<file path="src/rtl/bdrq_pkg.sv">
// ----------------------------------------------------------------------------
// bdrq_pkg
// Shared types, sizes and helpers for the button debounce report queue.
// ----------------------------------------------------------------------------
package bdrq_pkg;

    localparam int BUTTON_COUNT = 4;
    localparam int RING_DEPTH   = 8;
    localparam int RING_AW      = $clog2(RING_DEPTH);
    localparam int CNT_W        = RING_AW;
    localparam int SUM_W        = $clog2(2 * RING_DEPTH + BUTTON_COUNT + 1);

    localparam int PIN_W        = 4;
    localparam int STATE_W      = 4;
    localparam int QC_W         = 3;
    localparam int MAXW         = (BUTTON_COUNT > PIN_W) ? BUTTON_COUNT : PIN_W;

    localparam int LOCK_W       = 16;
    localparam logic [LOCK_W-1:0] LOCKOUT_RESET = 16'd160;

    localparam int MIDQ_DEPTH   = 2;
    localparam int MIDQ_AW      = $clog2(MIDQ_DEPTH);
    localparam int MIDQ_CW      = $clog2(MIDQ_DEPTH + 1);

    localparam int PADDR_W      = 3;
    localparam int PDATA_W      = 32;
    localparam logic REG_LOCKOUT = 1'b0;

    localparam logic KIND_TICK    = 1'b0;
    localparam logic KIND_DEQUEUE = 1'b1;

    typedef struct packed {
        logic             kind;
        logic [PIN_W-1:0] pin_levels;
    } bdrq_item_t;

    typedef struct packed {
        logic               report_valid;
        logic [STATE_W-1:0] report_state;
        logic [STATE_W-1:0] button_state;
        logic [QC_W-1:0]    queued_count;
    } bdrq_result_t;

    typedef logic [BUTTON_COUNT-1:0] bdrq_state_t;

    typedef struct packed {
        logic                               kind;
        bdrq_state_t                        push_mask;
        logic [BUTTON_COUNT-1:0][BUTTON_COUNT-1:0] reports;
        bdrq_state_t                        state;
    } bdrq_op_t;

    function automatic logic [STATE_W-1:0] to_field(input bdrq_state_t s);
        logic [MAXW-1:0] tmp;
        tmp = '0;
        tmp[BUTTON_COUNT-1:0] = s;
        return tmp[STATE_W-1:0];
    endfunction

    function automatic logic [RING_AW-1:0] ring_wrap(input logic [SUM_W-1:0] v);
        logic [SUM_W-1:0] w;
        w = (v >= SUM_W'(RING_DEPTH)) ? (v - SUM_W'(RING_DEPTH)) : v;
        return w[RING_AW-1:0];
    endfunction

endpackage

</file>
<file path="src/rtl/button_debounce_report_queue.sv">
// ----------------------------------------------------------------------------
// button_debounce_report_queue
// Four-button lockout debouncer with a ring of button-state reports.
//
// Items enter through push/full and each gives exactly one result through
// empty/pop. A tick item samples the pins; a dequeue item pops the oldest
// report. The lockout reload value is written over the APB-style port at
// byte address 0.
// An item's result passes two registers: the debouncer writes its operation
// into the short operation queue when the item is taken, then the ring
// update writes the result register. Throughput: one item per cycle while
// results are popped as they appear, set by the ring update, which takes
// all pushes of one tick at once.
// When pop is held low the result register keeps its value; the operation
// queue absorbs up to two more items, then full rises until pop returns.
// Reset clears button state, lockout counters, ring pointers and both
// queues, and loads a lockout of 160 ticks; ring contents are not cleared.
// ----------------------------------------------------------------------------
module button_debounce_report_queue
    import bdrq_pkg::*;
(
    input  logic               clk,
    input  logic               rst_n,
    input  logic               push,
    output logic               full,
    input  bdrq_item_t         item,
    output logic               empty,
    input  logic               pop,
    output bdrq_result_t       result,
    input  logic               psel,
    input  logic               penable,
    input  logic               pwrite,
    input  logic [PADDR_W-1:0] paddr,
    input  logic [PDATA_W-1:0] pwdata,
    output logic [PDATA_W-1:0] prdata,
    output logic               pready
);

    logic [LOCK_W-1:0] lockout_ticks_reg;
    logic              in_take;
    bdrq_op_t          front_op;
    bdrq_op_t          back_op;
    logic              midq_full;
    logic              midq_ne;
    logic              back_take;

    assign pready  = 1'b1;
    assign full    = midq_full;
    assign in_take = push && !midq_full;
    assign prdata  = (paddr[2] == REG_LOCKOUT) ? PDATA_W'(lockout_ticks_reg) : '0;

    always_ff @(posedge clk or negedge rst_n)
    begin
        if (!rst_n)
        begin
            lockout_ticks_reg <= LOCKOUT_RESET;
        end
        else if (psel && penable && pwrite && pready && (paddr[2] == REG_LOCKOUT))
        begin
            lockout_ticks_reg <= pwdata[LOCK_W-1:0];
        end
    end

    bdrq_front u_front (
        .clk           (clk),
        .rst_n         (rst_n),
        .accept        (in_take),
        .item          (item),
        .lockout_ticks (lockout_ticks_reg),
        .op            (front_op)
    );

    bdrq_midq u_midq (
        .clk       (clk),
        .rst_n     (rst_n),
        .wr_en     (in_take),
        .wr_data   (front_op),
        .full      (midq_full),
        .rd_en     (back_take),
        .rd_data   (back_op),
        .not_empty (midq_ne)
    );

    bdrq_back u_back (
        .clk      (clk),
        .rst_n    (rst_n),
        .op_valid (midq_ne),
        .op       (back_op),
        .op_take  (back_take),
        .pop      (pop),
        .empty    (empty),
        .result   (result)
    );

endmodule

</file>
<file path="src/rtl/bdrq_front.sv">
// ----------------------------------------------------------------------------
// bdrq_front
// Lockout debouncer: classifies items, updates button state and counters and
// emits one operation per item for the report ring.
// ----------------------------------------------------------------------------
module bdrq_front
    import bdrq_pkg::*;
(
    input  logic              clk,
    input  logic              rst_n,
    input  logic              accept,
    input  bdrq_item_t        item,
    input  logic [LOCK_W-1:0] lockout_ticks,
    output bdrq_op_t          op
);

    bdrq_state_t       state_reg;
    bdrq_state_t       state_next;
    logic [LOCK_W-1:0] lock_reg  [BUTTON_COUNT];
    logic [LOCK_W-1:0] lock_next [BUTTON_COUNT];
    bdrq_state_t       flip;
    logic [MAXW-1:0]   pins_ext;
    logic              is_tick;

    always_comb
    begin
        pins_ext = '0;
        pins_ext[PIN_W-1:0] = item.pin_levels;
        is_tick = (item.kind == KIND_TICK);
        for (int b = 0; b < BUTTON_COUNT; b++)
        begin
            flip[b] = is_tick && (lock_reg[b] == '0) && ((~pins_ext[b]) != state_reg[b]);
            if (!is_tick)
            begin
                lock_next[b] = lock_reg[b];
            end
            else if (lock_reg[b] != '0)
            begin
                lock_next[b] = lock_reg[b] - 1'b1;
            end
            else if (flip[b])
            begin
                lock_next[b] = lockout_ticks;
            end
            else
            begin
                lock_next[b] = lock_reg[b];
            end
        end
        state_next = state_reg ^ flip;
    end

    always_comb
    begin
        op.kind      = item.kind;
        op.push_mask = flip;
        op.state     = state_next;
        for (int b = 0; b < BUTTON_COUNT; b++)
        begin
            for (int j = 0; j < BUTTON_COUNT; j++)
            begin
                op.reports[b][j] = state_reg[j] ^ (flip[j] && (j <= b));
            end
        end
    end

    always_ff @(posedge clk or negedge rst_n)
    begin
        if (!rst_n)
        begin
            state_reg <= '0;
            for (int b = 0; b < BUTTON_COUNT; b++)
            begin
                lock_reg[b] <= '0;
            end
        end
        else if (accept)
        begin
            state_reg <= state_next;
            for (int b = 0; b < BUTTON_COUNT; b++)
            begin
                lock_reg[b] <= lock_next[b];
            end
        end
    end

endmodule

</file>
<file path="src/rtl/bdrq_midq.sv">
// ----------------------------------------------------------------------------
// bdrq_midq
// Short queue of operations between the debouncer and the report ring.
// ----------------------------------------------------------------------------
module bdrq_midq
    import bdrq_pkg::*;
(
    input  logic     clk,
    input  logic     rst_n,
    input  logic     wr_en,
    input  bdrq_op_t wr_data,
    output logic     full,
    input  logic     rd_en,
    output bdrq_op_t rd_data,
    output logic     not_empty
);

    bdrq_op_t           slot_reg [MIDQ_DEPTH];
    logic [MIDQ_AW-1:0] wr_ptr_reg;
    logic [MIDQ_AW-1:0] rd_ptr_reg;
    logic [MIDQ_CW-1:0] count_reg;
    logic [MIDQ_CW-1:0] count_next;

    assign full      = (count_reg == MIDQ_CW'(MIDQ_DEPTH));
    assign not_empty = (count_reg != '0);
    assign rd_data   = slot_reg[rd_ptr_reg];

    always_comb
    begin
        count_next = count_reg;
        if (wr_en && !rd_en)
        begin
            count_next = count_reg + 1'b1;
        end
        else if (!wr_en && rd_en)
        begin
            count_next = count_reg - 1'b1;
        end
    end

    always_ff @(posedge clk)
    begin
        if (wr_en)
        begin
            slot_reg[wr_ptr_reg] <= wr_data;
        end
    end

    always_ff @(posedge clk or negedge rst_n)
    begin
        if (!rst_n)
        begin
            wr_ptr_reg <= '0;
            rd_ptr_reg <= '0;
            count_reg  <= '0;
        end
        else
        begin
            if (wr_en)
            begin
                wr_ptr_reg <= (wr_ptr_reg == MIDQ_AW'(MIDQ_DEPTH - 1)) ? '0 : wr_ptr_reg + 1'b1;
            end
            if (rd_en)
            begin
                rd_ptr_reg <= (rd_ptr_reg == MIDQ_AW'(MIDQ_DEPTH - 1)) ? '0 : rd_ptr_reg + 1'b1;
            end
            count_reg <= count_next;
        end
    end

endmodule

</file>
<file path="src/rtl/bdrq_back.sv">
// ----------------------------------------------------------------------------
// bdrq_back
// Report ring and result register: carries out pushes and dequeues.
// ----------------------------------------------------------------------------
module bdrq_back
    import bdrq_pkg::*;
(
    input  logic         clk,
    input  logic         rst_n,
    input  logic         op_valid,
    input  bdrq_op_t     op,
    output logic         op_take,
    input  logic         pop,
    output logic         empty,
    output bdrq_result_t result
);

    bdrq_state_t        ring [RING_DEPTH];
    logic [RING_AW-1:0] head_reg;
    logic [RING_AW-1:0] head_next;
    logic [RING_AW-1:0] tail_reg;
    logic [RING_AW-1:0] tail_next;
    logic [CNT_W-1:0]   count_reg;
    logic [CNT_W-1:0]   count_next;
    logic               out_valid_reg;
    bdrq_result_t       result_reg;
    bdrq_result_t       result_next;
    logic [SUM_W-1:0]   n_push;
    bdrq_state_t        wr_en;
    logic [RING_AW-1:0] wr_addr [BUTTON_COUNT];
    logic               has_entry;
    logic               is_deq;

    assign op_take = op_valid && (!out_valid_reg || pop);
    assign empty   = !out_valid_reg;
    assign result  = result_reg;

    always_comb
    begin
        is_deq    = (op.kind == KIND_DEQUEUE);
        has_entry = (count_reg != '0);
        n_push    = '0;
        for (int b = 0; b < BUTTON_COUNT; b++)
        begin
            wr_en[b]   = 1'b0;
            wr_addr[b] = ring_wrap(SUM_W'(head_reg) + n_push);
            if (!is_deq && op.push_mask[b]
                && ((SUM_W'(count_reg) + n_push) < SUM_W'(RING_DEPTH - 1)))
            begin
                wr_en[b] = 1'b1;
                n_push   = n_push + 1'b1;
            end
        end

        head_next  = head_reg;
        tail_next  = tail_reg;
        count_next = count_reg;
        result_next.report_valid = 1'b0;
        result_next.report_state = '0;
        if (is_deq)
        begin
            if (has_entry)
            begin
                tail_next  = ring_wrap(SUM_W'(tail_reg) + 1'b1);
                count_next = count_reg - 1'b1;
                result_next.report_valid = 1'b1;
                result_next.report_state = to_field(ring[tail_reg]);
            end
        end
        else
        begin
            head_next  = ring_wrap(SUM_W'(head_reg) + n_push);
            count_next = CNT_W'(SUM_W'(count_reg) + n_push);
        end
        result_next.button_state = to_field(op.state);
        result_next.queued_count = QC_W'(count_next);
    end

    always_ff @(posedge clk)
    begin
        if (op_take)
        begin
            for (int b = 0; b < BUTTON_COUNT; b++)
            begin
                if (wr_en[b])
                begin
                    ring[wr_addr[b]] <= op.reports[b];
                end
            end
            result_reg <= result_next;
        end
    end

    always_ff @(posedge clk or negedge rst_n)
    begin
        if (!rst_n)
        begin
            head_reg      <= '0;
            tail_reg      <= '0;
            count_reg     <= '0;
            out_valid_reg <= 1'b0;
        end
        else
        begin
            if (op_take)
            begin
                head_reg      <= head_next;
                tail_reg      <= tail_next;
                count_reg     <= count_next;
                out_valid_reg <= 1'b1;
            end
            else if (pop)
            begin
                out_valid_reg <= 1'b0;
            end
        end
    end

endmodule

</file>
<file path="config.mk">
export PLATFORM = sky130hd
export DESIGN_NAME = button_debounce_report_queue
export DESIGN_NICKNAME = d
export VERILOG_FILES = /design/src/rtl/bdrq_pkg.sv /design/src/rtl/button_debounce_report_queue.sv /design/src/rtl/bdrq_front.sv /design/src/rtl/bdrq_midq.sv /design/src/rtl/bdrq_back.sv
export SDC_FILE = /design/constraint.sdc
export NUM_CORES = 1
export LEC_CHECK = 0
export ABC_AREA = 1
export BUFFER_PORTS_ARGS = -buffer_cell sky130_fd_sc_hd__buf_4
export CORE_MARGIN = 4
export CORE_UTILIZATION = 45
export CTS_CLUSTER_DIAMETER = 80
export CTS_CLUSTER_SIZE = 25
export DETAILED_ROUTE_END_ITERATION = 10
export GPL_ROUTABILITY_DRIVEN = 0
export PLACE_DENSITY = 0.78
export SLEW_MARGIN = 20
export SYNTH_ARGS = -nofsm -noshare
export SYNTH_HDL_FRONTEND = slang
export SYNTH_SLANG_ARGS = --single-unit
</file>
<file path="constraint.sdc">
create_clock -name clk -period 6.1 [get_ports clk]
set_input_delay 1.22 -clock clk [delete_from_list [all_inputs] [get_ports clk]]
set_output_delay 1.22 -clock clk [all_outputs]
set_load 0.01 [all_outputs]
</file>
==> results of run 1 <==
## where the power goes
part | switching (mW) | total (mW) | internal [mW] | leakage [nW]
clock network | 0.483 | 1.05 | 0.571 | 0.262
logic | 2.07 | 3.21 | 1.14 | 3.50
registers | 0.342 | 2.02 | 1.68 | 1.85
total | 2.89 | 6.28 | 3.39 | 5.61
## cell type report
type | count | area, µm² | share of cell area, %
sequential | 166 | 4500 | 38.2
multi-input combinational | 991 | 5180 | 44.0
inverter | 144 | 543 | 4.62
timing repair buffer | 82 | 619 | 5.26
tap | 285 | 357 | 3.03
clock inverter | 15 | 145 | 1.23
clock buffer | 17 | 425 | 3.62
## kinds of logic (layout without fill, tap and decap cells)
| logic type | count (synthesis) | in the layout |
|---|---|---|
| xor+xnor | 45 | 45 |
| simple gates | 696 | 696 |
| flops | 166 | 166 |
| buf+inv | 195 | 258 |
| fa+ha+maj | 31 | 31 |
| other cells | 2 | 17 |
| compound gates | 202 | 202 |
## synthesized netlist by cell type (all sizes together)
cell type	n	share of area [%]
dfrtp	96	23
a31oi	6	0.36
and2	1	0.060
nand4	26	1.6
nand3	66	3.5
inv	143	5.2
clkbuf	14	0.51
clkinv	1	0.036
o211ai	13	1.2
nand3b	2	0.14
a21oi	37	1.8
nor2	179	7.7
or2	5	0.30
xnor2	14	1.2
xor2	31	2.6
o21ai	138	6.9
buf	37	2.5
nor3	22	1.3
o22ai	6	0.36
conb	2	0.072
nor4	6	0.36
o21bai	1	0.072
fa	6	1.2
nand2	389	15
ha	25	3.0
edfxtp	68	20
dfstp	2	0.51
o31ai	1	0.072
## stage by stage
stage	instances	setup slack [ns]	util [%]	hold slack, ns
global route	1700	-0.0651	52.0	0.538
floorplan	1352	0.00695	-	0.463
detailed placement	1660	-0.0815	48.7	0.490
global placement	1660	0.0864	48.7	0.479
finish	1700	0.270	52.0	0.508
CTS	1693	0.0154	51.3	0.516
## layer usage
layer / track usage (%) / part of all wire [%] / up-vias
met5: 0 / 0 / -
met4: 8.88 / 3.3 / 0
met3: 3.41 / 6.2 / 68
met2: 34.1 / 49 / 332
met1: 25.9 / 41 / 4198
li1: - / - / 4445
## worst min-delay path by stage
stage / startpoint / endpoint / cells after the start
CTS: u_front.lock_reg[11] / u_front.lock_reg[11] / 2
global placement: u_front.lock_reg[21] / u_front.lock_reg[21] / 2
floorplan: u_front.lock_reg[11] / u_front.lock_reg[11] / 2
finish: u_front.lock_reg[11] / u_front.lock_reg[11] / 2
detailed placement: u_front.lock_reg[5] / u_front.lock_reg[5] / 2
global route: u_front.lock_reg[21] / u_front.lock_reg[21] / 2
## worst max-delay path: cells and delay by family, from the launching register on
family                     cells  cell delay [ns]
AOI/OAI and AO/OA              2             0.23
xor gates and xnor gates       1             0.14
adders and majority gates      9             2.44
buffers and inverters         10             0.66
DFF                            1             0.41
and+or+nand+nor               19             1.83
## timing repair
item | 4_1_cts | 5_1_grt
hold buffers | 0 | 0
setup endpoints to repair | 4 | 50
pin swaps | 1 | 12
setup buffers | 1 | 6
resized for setup | 4 | 32
==> impl_metrics.toml, run 1 <==
[worst_setup_path]
r2r_cells = 41
cp_max_fo = 4
rr_startpoint = "u_midq.rd_ptr_reg"
cp_slowest_cell = "fa_2"
required_ns = 6.43
arrival_ns = 6.16
r2r_slack_ns = 0.27
critical_path_class = "reg2reg"
r2r_end = "u_back.head_reg[2]"
crit_start = "u_midq.rd_ptr_reg"
worst_path_largest_cell_delay_ns = 0.53
path_common_cell = "inv_2"
endpoint = "u_back.head_reg[2]"
critPathLaunchType = "flip-flop"
critPathCaptureType = "flip-flop"

[clocking]
root_buffer = "clkbuf_16"
cts_num_sinks = 166
clkTransAtPathRegs_ns = 0.08
clock_latency_ns = 0.44
cts_htree_levels = 4
cts_buffer_depth = 2
cts_buffers = 17
cts_tree = "yes"

[synth]
yosys.area_share.simple_pct = 29.5
synthXorXnorAreaFrac_pct = 3.80
ys_ff_latch = 166
synth_top_family_by_area = "simple AND/OR/NAND/NOR gates"
avgSynthCellArea_um2 = 7.75
ys_types = 43
synth_compound_area_share_pct = 10.7
synthMuxAreaShare_pct = 0
ys_seq_area_share_pct = 43.4
synth_area_um2 = 10400
synthAdderAreaFrac_pct = 4.18
syn_inst = 1337
ys_warn_count = 0

[timing]
finalClockSkew_ns = 0.0137
period_needed_ns = 5.83
fin_crit_sh_pct = 95.6
maxSlewHeadroom_pct = 30.0
max_freq_mhz = 172
fin_tns_setup_ns = 0
worst_pin_slew_ns = 1.05
hold_viol = 0
drv_slew = 0
setup_viol = 0

[finish]
layout-drive-gt1-share_pct = 15.0
design_area_um2 = 11800
final_common_cell = "nand2_1"
final_cell_mix = "nand2_1, nor2_1, inv_1, o21ai_0, dfrtp_1"
num_antenna_cells = 0
largest_reg_flops = 64
nets = 1480
final.fill_count = 2066
syn_to_final_growth_pct = 13.5

[detailed_routing]
drt_iter0_markers = 624
drc = 0
num_vias = 9043
wl_per_cell_um = 15.1
ant_nets = 0
drtPass1Iterations = 7
routed_wl_mm = 25.6
via_per_inst = 5.32

[floorplanning]
die_area_um2 = 25500
die_h_um = 160
num_rows = 55
ios = 94
core_um2 = 22600
start_util_pct = 45.8
die_w_um = 160

[global_routing]
track_usage_pct = 20.3
grt_pass1_vias = 8850
grt_max_degree = 66
grt_pass1_wl_mm = 42.8
grt_antenna_before_repair = 0
overflow = 0

[pwr]
p_total_mw = 6.28
p_per_area_nw_per_um2 = 534
leakage_nw = 5.61
ir_drop_uv = 256

[place]
place_area_um2 = 11000
io_buffer_count = 58
detailed_place_hpwl_mm = 17.9

[run_status]
status = "finished clean"

[job]
maxCapViolCount = 0

[hold_path]
min_path_type = "reg2reg"
No activity file was read; power rests on OpenSTA's default activity.
==> run 2, diff against run 1 <==
Settings changed: ABC_AREA 1 to not set, REMOVE_ABC_BUFFERS set to 1, SLEW_MARGIN 20 to 25.
==> run 2 against run 1 <==
  * The flow now finishes with violations (setup timing)
  * Synthesized cell count down 31%
  * Non-clock buffer count up 55
  * Sequential power about the same
  * Utilization up 4.5 points
  * Hold slack worse by 0.0047 ns
  * Global-route usage down 0.11 points
  * Design area down 1.6%
  * Flip-flop and latch count unchanged
  * Register-to-register slack worse by 0.58 ns
  * Clock-buffer cell count up 8
  * Highest routed layer unchanged
==> impl_metrics.toml, run 2 <==
[place]
detailed_place_hpwl_mm = 16.3
io_buffer_count = 58
place_area_um2 = 10300

[global_routing]
use_met1_pct = 24.8
gr-usage-met2_pct = 35.1
grt_max_degree = 73
busiest_layer = "met2"
overflow = 0
grt_pass1_wl_mm = 38.6
grt_pass1_vias = 7670
grt_antenna_before_repair = 0
grt_use_met3_pct = 3.76
track_usage_pct = 20.2

[timing]
maxSlewHeadroom_pct = 30.3
max_freq_mhz = 156
grt_setup_unrepaired = "yes"
fin_tns_setup_ns = -3.06
hold_viol = 0
setup_viol = 34
finalClockSkew_ns = 0.0107
holdWs_ns = 0.503
setup_ws_ns = -0.314
period_needed_ns = 6.41
fin_crit_sh_pct = 105
worst_pin_slew_ns = 1.04
drv_slew = 0

[finish]
num_antenna_cells = 0
final_common_cell = "buf_4"
syn_to_final_growth_pct = 22.1
largest_reg_flops = 64
nets = 1122
ff_latch_area_um2 = 4500
layout-drive-gt1-share_pct = 26.5
final_cell_mix = "buf_4, dfrtp_1, nor2_1, edfxtp_1, o21ai_0"
design_area_um2 = 11600
multi_input_area_um2 = 4950
final.fill_count = 1722
fin_util_pct = 56.5

[clocking]
cts_tree = "yes"
cts_num_sinks = 166
cts_buffers = 17
hold_buffers = 0
cts_buffer_depth = 2
clkTransAtPathRegs_ns = 0.06
clock_latency_ns = 0.43
cts_htree_levels = 4
root_buffer = "clkbuf_16"

[detailed_routing]
wl_per_cell_um = 18.7
drtPass1Iterations = 5
via_per_inst = 5.89
drt_iter0_markers = 639
drc = 0
ant_nets = 0
num_vias = 7820
routed_wl_mm = 24.8

[worst_setup_path]
required_ns = 6.26
r2r_end = "u_back.result[2]"
critPathCaptureType = "flip-flop"
cp_max_fo = 3
endpoint = "u_back.result[2]"
critPathLaunchType = "flip-flop"
worst-path-stages = 29
cp_slowest_cell = "fa_2"
path_common_cell = "inv_2"
worst_path_largest_cell_delay_ns = 0.52
critical_path_class = "reg2reg"
r2r_slack_ns = -0.31
crit_start = "u_midq.rd_ptr_reg"
cp_top_family = "adder cells"
r2r_cells = 29
path_buf_inv = 6
rr_startpoint = "u_midq.rd_ptr_reg"
arrival_ns = 6.58

[floorplanning]
die_w_um = 153
num_rows = 52
die_h_um = 153
start_util_pct = 46.3
die_area_um2 = 23500
ios = 94
core_um2 = 20500

[synth]
yosys-top-cells-area = "dfrtp_1, edfxtp_1, mux2i_1, mux2_2, o21ai_0"
synth-edff-count = 68
yosysTopAreaCellShare_pct = 25.3
async_flop_share_pct = 59.0
synth_common_cells = "dfrtp_1, nor2_1, o21ai_0, edfxtp_1, a21oi_1"
yosysTopAreaCell = "dfrtp_1"
ys_types = 71
ys_seq_area_share_pct = 47.4
synth_area_um2 = 9490
ys_warn_count = 0
synth_most_common_cell = "dfrtp_1"
yosys_most_used_dff = "dfrtp_1"
syn_inst = 925
ys_ff_latch = 166
avgSynthCellArea_um2 = 10.3

[pwr]
leakage_nw = 4.83
p_per_area_nw_per_um2 = 534
ir_drop_uv = 258

[hold_path]
min_path_type = "reg2reg"
min_from = "u_front.lock_reg[42]"

[run_status]
status = "complete, but fails checks"
violations = "setup timing"

[job]
maxCapViolCount = 0
run 2: cell count changes after synthesis, sizes merged, moves of 18 or more:
cell / before / now
inv: 143 / 43
nor2: 179 / 87
mux2i: 0 / 41
clkbuf: 14 / 32
mux2: 0 / 33
a21oi: 37 / 66
o21ai: 138 / 70
nand2: 389 / 60
nand3: 66 / 24
run 2: how the worst min path moves through the flow:
stage,end,depth (start not counted),slack [ns]
5_1_grt,u_front.lock_reg[9],2,0.52
4_1_cts,u_front.lock_reg[42],1,0.50
6_report,u_front.lock_reg[42],1,0.50
2_1_floorplan,u_midq.wr_ptr_reg,1,0.46
3_3_place_gp,u_midq.wr_ptr_reg,1,0.48
3_5_place_dp,u_front.lock_reg[42],1,0.49
run 2: logic make-up (layout without fill, tap and decap cells):
family,count (synthesis),after routing,synth area share (%)
AO/OA/AOI/OAI,214,214,13.8
XOR/XNOR,27,27,2.49
adder cells (fa/ha/maj),31,31,4.56
buffers and inverters,95,212,4.60
flip-flops,166,166,47.4
multiplexers,82,82,10.1
other,2,17,0.0792
AND/OR/NAND/NOR,308,308,16.9
run 2: power breakdown:
part	leakage, nW	total [mW]	switching, mW	internal (mW)
clock	0.274	1.04	0.436	0.604
combinational	2.70	3.10	1.67	1.43
sequential	1.86	2.05	0.407	1.64
run 2: cell type report:
class	instances	area share, %
multi-input cells	679	42.8
flip-flops and latches	166	38.8
repair buffers	137	9.21
clock buffers	25	4.23
well taps	270	2.92
inverters	43	1.39
clock inverters	7	0.637
run 2: what timing repair did:
action / CTS / global route
gates resized for setup: 27 / 56
setup endpoints to repair: 36 / 65
setup buffers: 22 / 19
pin swaps: 10 / 22
gates cloned: 0 / 0
run 2: stage by stage:
stage / instances / setup slack [ns] / power (mW)
6_report: 1327 / -0.314 / 6.18
5_1_grt: 1327 / -0.567 / 6.57
4_1_cts: 1311 / -0.101 / 5.81
3_5_place_dp: 1257 / -0.446 / 4.50
3_3_place_gp: 1257 / -0.283 / 4.38
2_1_floorplan: 888 / -1.40 / 3.63
run 2: routing by layer:
| metal | routed length, µm | share of wire, % |
|---|---|---|
| met1 | 9730 | 39 |
| met2 | 12900 | 52 |
| met3 | 1330 | 5.3 |
| met4 | 804 | 3.2 |
| met5 | 0 | 0 |
==> run 3, diff against run 2 <==
Settings changed: GPL_TIMING_DRIVEN set to 0, SLEW_MARGIN 25 to 15.
==> run 3 against run 2 <==
  * The run still ends with setup timing left
  * Critical path depth up 6
  * Critical endpoint unchanged
  * Total power up 3.0%
  * Routed wire length up 0.22%
==> impl_metrics.toml, run 3 (synthesized netlist as in run 2, its figures left out) <==
[global_routing]
grt_pass1_wl_mm = 37.8
track_usage_pct = 19.7
grt_pass1_vias = 7577
overflow = 0
grt_antenna_before_repair = 0
grt_max_degree = 99

[worst_setup_path]
critPathLaunchType = "flip-flop"
path_common_cell = "buf_4"
critPathCaptureType = "flip-flop"
critical_path_class = "reg2reg"
r2r_cells = 35
required_ns = 6.27
r2r_end = "u_back.result[2]"
cp_slowest_cell = "fa_1"
r2r_slack_ns = -0.45
worst_path_largest_cell_delay_ns = 0.53
cp_max_fo = 3
arrival_ns = 6.72
rr_startpoint = "u_midq.rd_ptr_reg"

[place]
io_buffer_count = 58
detailed_place_hpwl_mm = 15.7
dp_cells = 1217

[finish]
num_antenna_cells = 0
final_cell_count_no_fill = 1308
multi_input_area_um2 = 5070
ff_latch_area_um2 = 4500
nets = 1103
final_cell_mix = "buf_4, dfrtp_1, nor2_1, edfxtp_1, o21ai_0"
largest_reg_flops = 64
syn_to_final_growth_pct = 22.0
final.fill_count = 1668
layout-drive-gt1-share_pct = 26.4
final_common_cell = "buf_4"

[detailed_routing]
highest_layer = "met4"
dr_wl_met3_mm = 1.54
wl_per_cell_um = 19.0
ant_nets = 0
drt_iter0_markers = 672
drc = 0
num_vias = 7730
via_per_inst = 5.91
drtPass1Iterations = 5
routed_wl_mm = 24.8
wl_met1_mm = 9.74
met2_length_mm = 12.7

[pwr]
ir_drop_uv = 300
p_per_area_nw_per_um2 = 550
power_frac_clock_pct = 17.1
leakage_nw = 4.76
seq_power_share_pct = 32.7
power_switching_share_pct = 41.4
switchingPower_mw = 2.64
internal-power_mw = 3.73
comb_power_share_pct = 50.2
p_total_mw = 6.37

[hold_path]
min_from = "u_midq.wr_ptr_reg"
min_path_cells = 1
min_path_type = "reg2reg"
worstHoldEndpoint = "u_midq.wr_ptr_reg"

[timing]
maxSlewHeadroom_pct = 23.3
max_freq_mhz = 153
period_needed_ns = 6.55
setup_ws_ns = -0.450
fin_tns_setup_ns = -11.84
setup_viol = 62
grt_setup_unrepaired = "yes"
drv_slew = 0
finalClockSkew_ns = 0.0108
fin_crit_sh_pct = 107
worst_pin_slew_ns = 1.14
hold_viol = 0

[floorplanning]
die_area_um2 = 23500
die_w_um = 153
ios = 94
die_h_um = 153
num_rows = 52
core_um2 = 20500
start_util_pct = 46.3

[clocking]
clkTransAtPathRegs_ns = 0.07
cts_buffers = 17
hold_buffers = 0
root_buffer = "clkbuf_16"
cts_num_sinks = 166
cts_tree = "yes"
cts_buffer_depth = 2
clock_latency_ns = 0.43
cts_htree_levels = 4

[job]
maxCapViolCount = 0

[run_status]
status = "complete, but fails checks"
violations = "setup timing"
## run 3: cell types whose count changed in the layout (fill, tap and decap cells not counted), moves of 3 or more
cell / change
nor2_1: -5
a31oi_2: +3
nor2_2: +3
xor2_1: -3
buf_4: -19
o21ai_2: -4
inv_6: +3
clkbuf_1: -4
o21ai_4: +3
## run 3: critical path, delay by kind of cell (launching register included)
kind	cells	cell delay [ns]
flops	1	0.49
mux	2	0.49
fa+ha+maj	6	1.58
compound gates	5	1.13
xor+xnor	2	0.37
simple gates	3	0.31
buf+inv	17	1.89
## run 3: how the worst max path moves through the flow
| stage | start | slack, ns | endpoint |
|---|---|---|---|
| after global placement | u_midq.rd_ptr_reg | -2.32 | u_back.result[2] |
| after detailed placement | u_midq.rd_ptr_reg | -2.53 | u_back.result[2] |
| after global routing | u_midq.rd_ptr_reg | -0.70 | u_back.result[2] |
| final | u_midq.rd_ptr_reg | -0.45 | u_back.result[2] |
| after CTS | u_midq.rd_ptr_reg | -0.19 | u_back.result[2] |
| after floorplan | u_midq.rd_ptr_reg | -1.40 | u_back.result[2] |
## run 3: area by class of cell
class	instances	area share (%)
tap	270	2.92
clock inverter	13	1.23
sequential	166	38.9
multi-input combinational	679	43.8
inverter	43	1.39
clock buffer	19	3.92
timing repair buffer	118	7.84
## run 3: metrics by stage
stage	worst slack [ns]	hold WS [ns]	util, %	cell area, µm²
6_report	-0.450	0.496	56.5	11600
5_1_grt	-0.699	0.533	56.5	11600
4_1_cts	-0.187	0.494	54.4	11100
3_5_place_dp	-2.53	0.481	49.1	10100
3_3_place_gp	-2.32	0.478	49.0	10000
2_1_floorplan	-1.40	0.461	-	9270
## run 3: what timing repair did
action | 4_1_cts | 5_1_grt
pin swaps | 13 | 23
setup endpoints to repair | 65 | 65
setup buffers | 40 | 21
resized for setup | 46 | 54
## run 3: per-layer routing
layer | vias to the layer above | global-route usage, %
met5 | - | 0
met3 | 81 | 3.65
met2 | 341 | 34.4
li1 | 3552 | -
met1 | 3756 | 24.3
met4 | 0 | 7.42
## run 3: power by group through the flow
stage,Clock [mW],Combinational (mW),Sequential [mW]
after floorplan,0,1.67,1.96
after global placement,0,2.12,2.05
after detailed placement,0,2.22,2.07
after CTS,1.10,2.71,2.05
after global routing,1.15,3.46,2.14
final,1.09,3.20,2.08
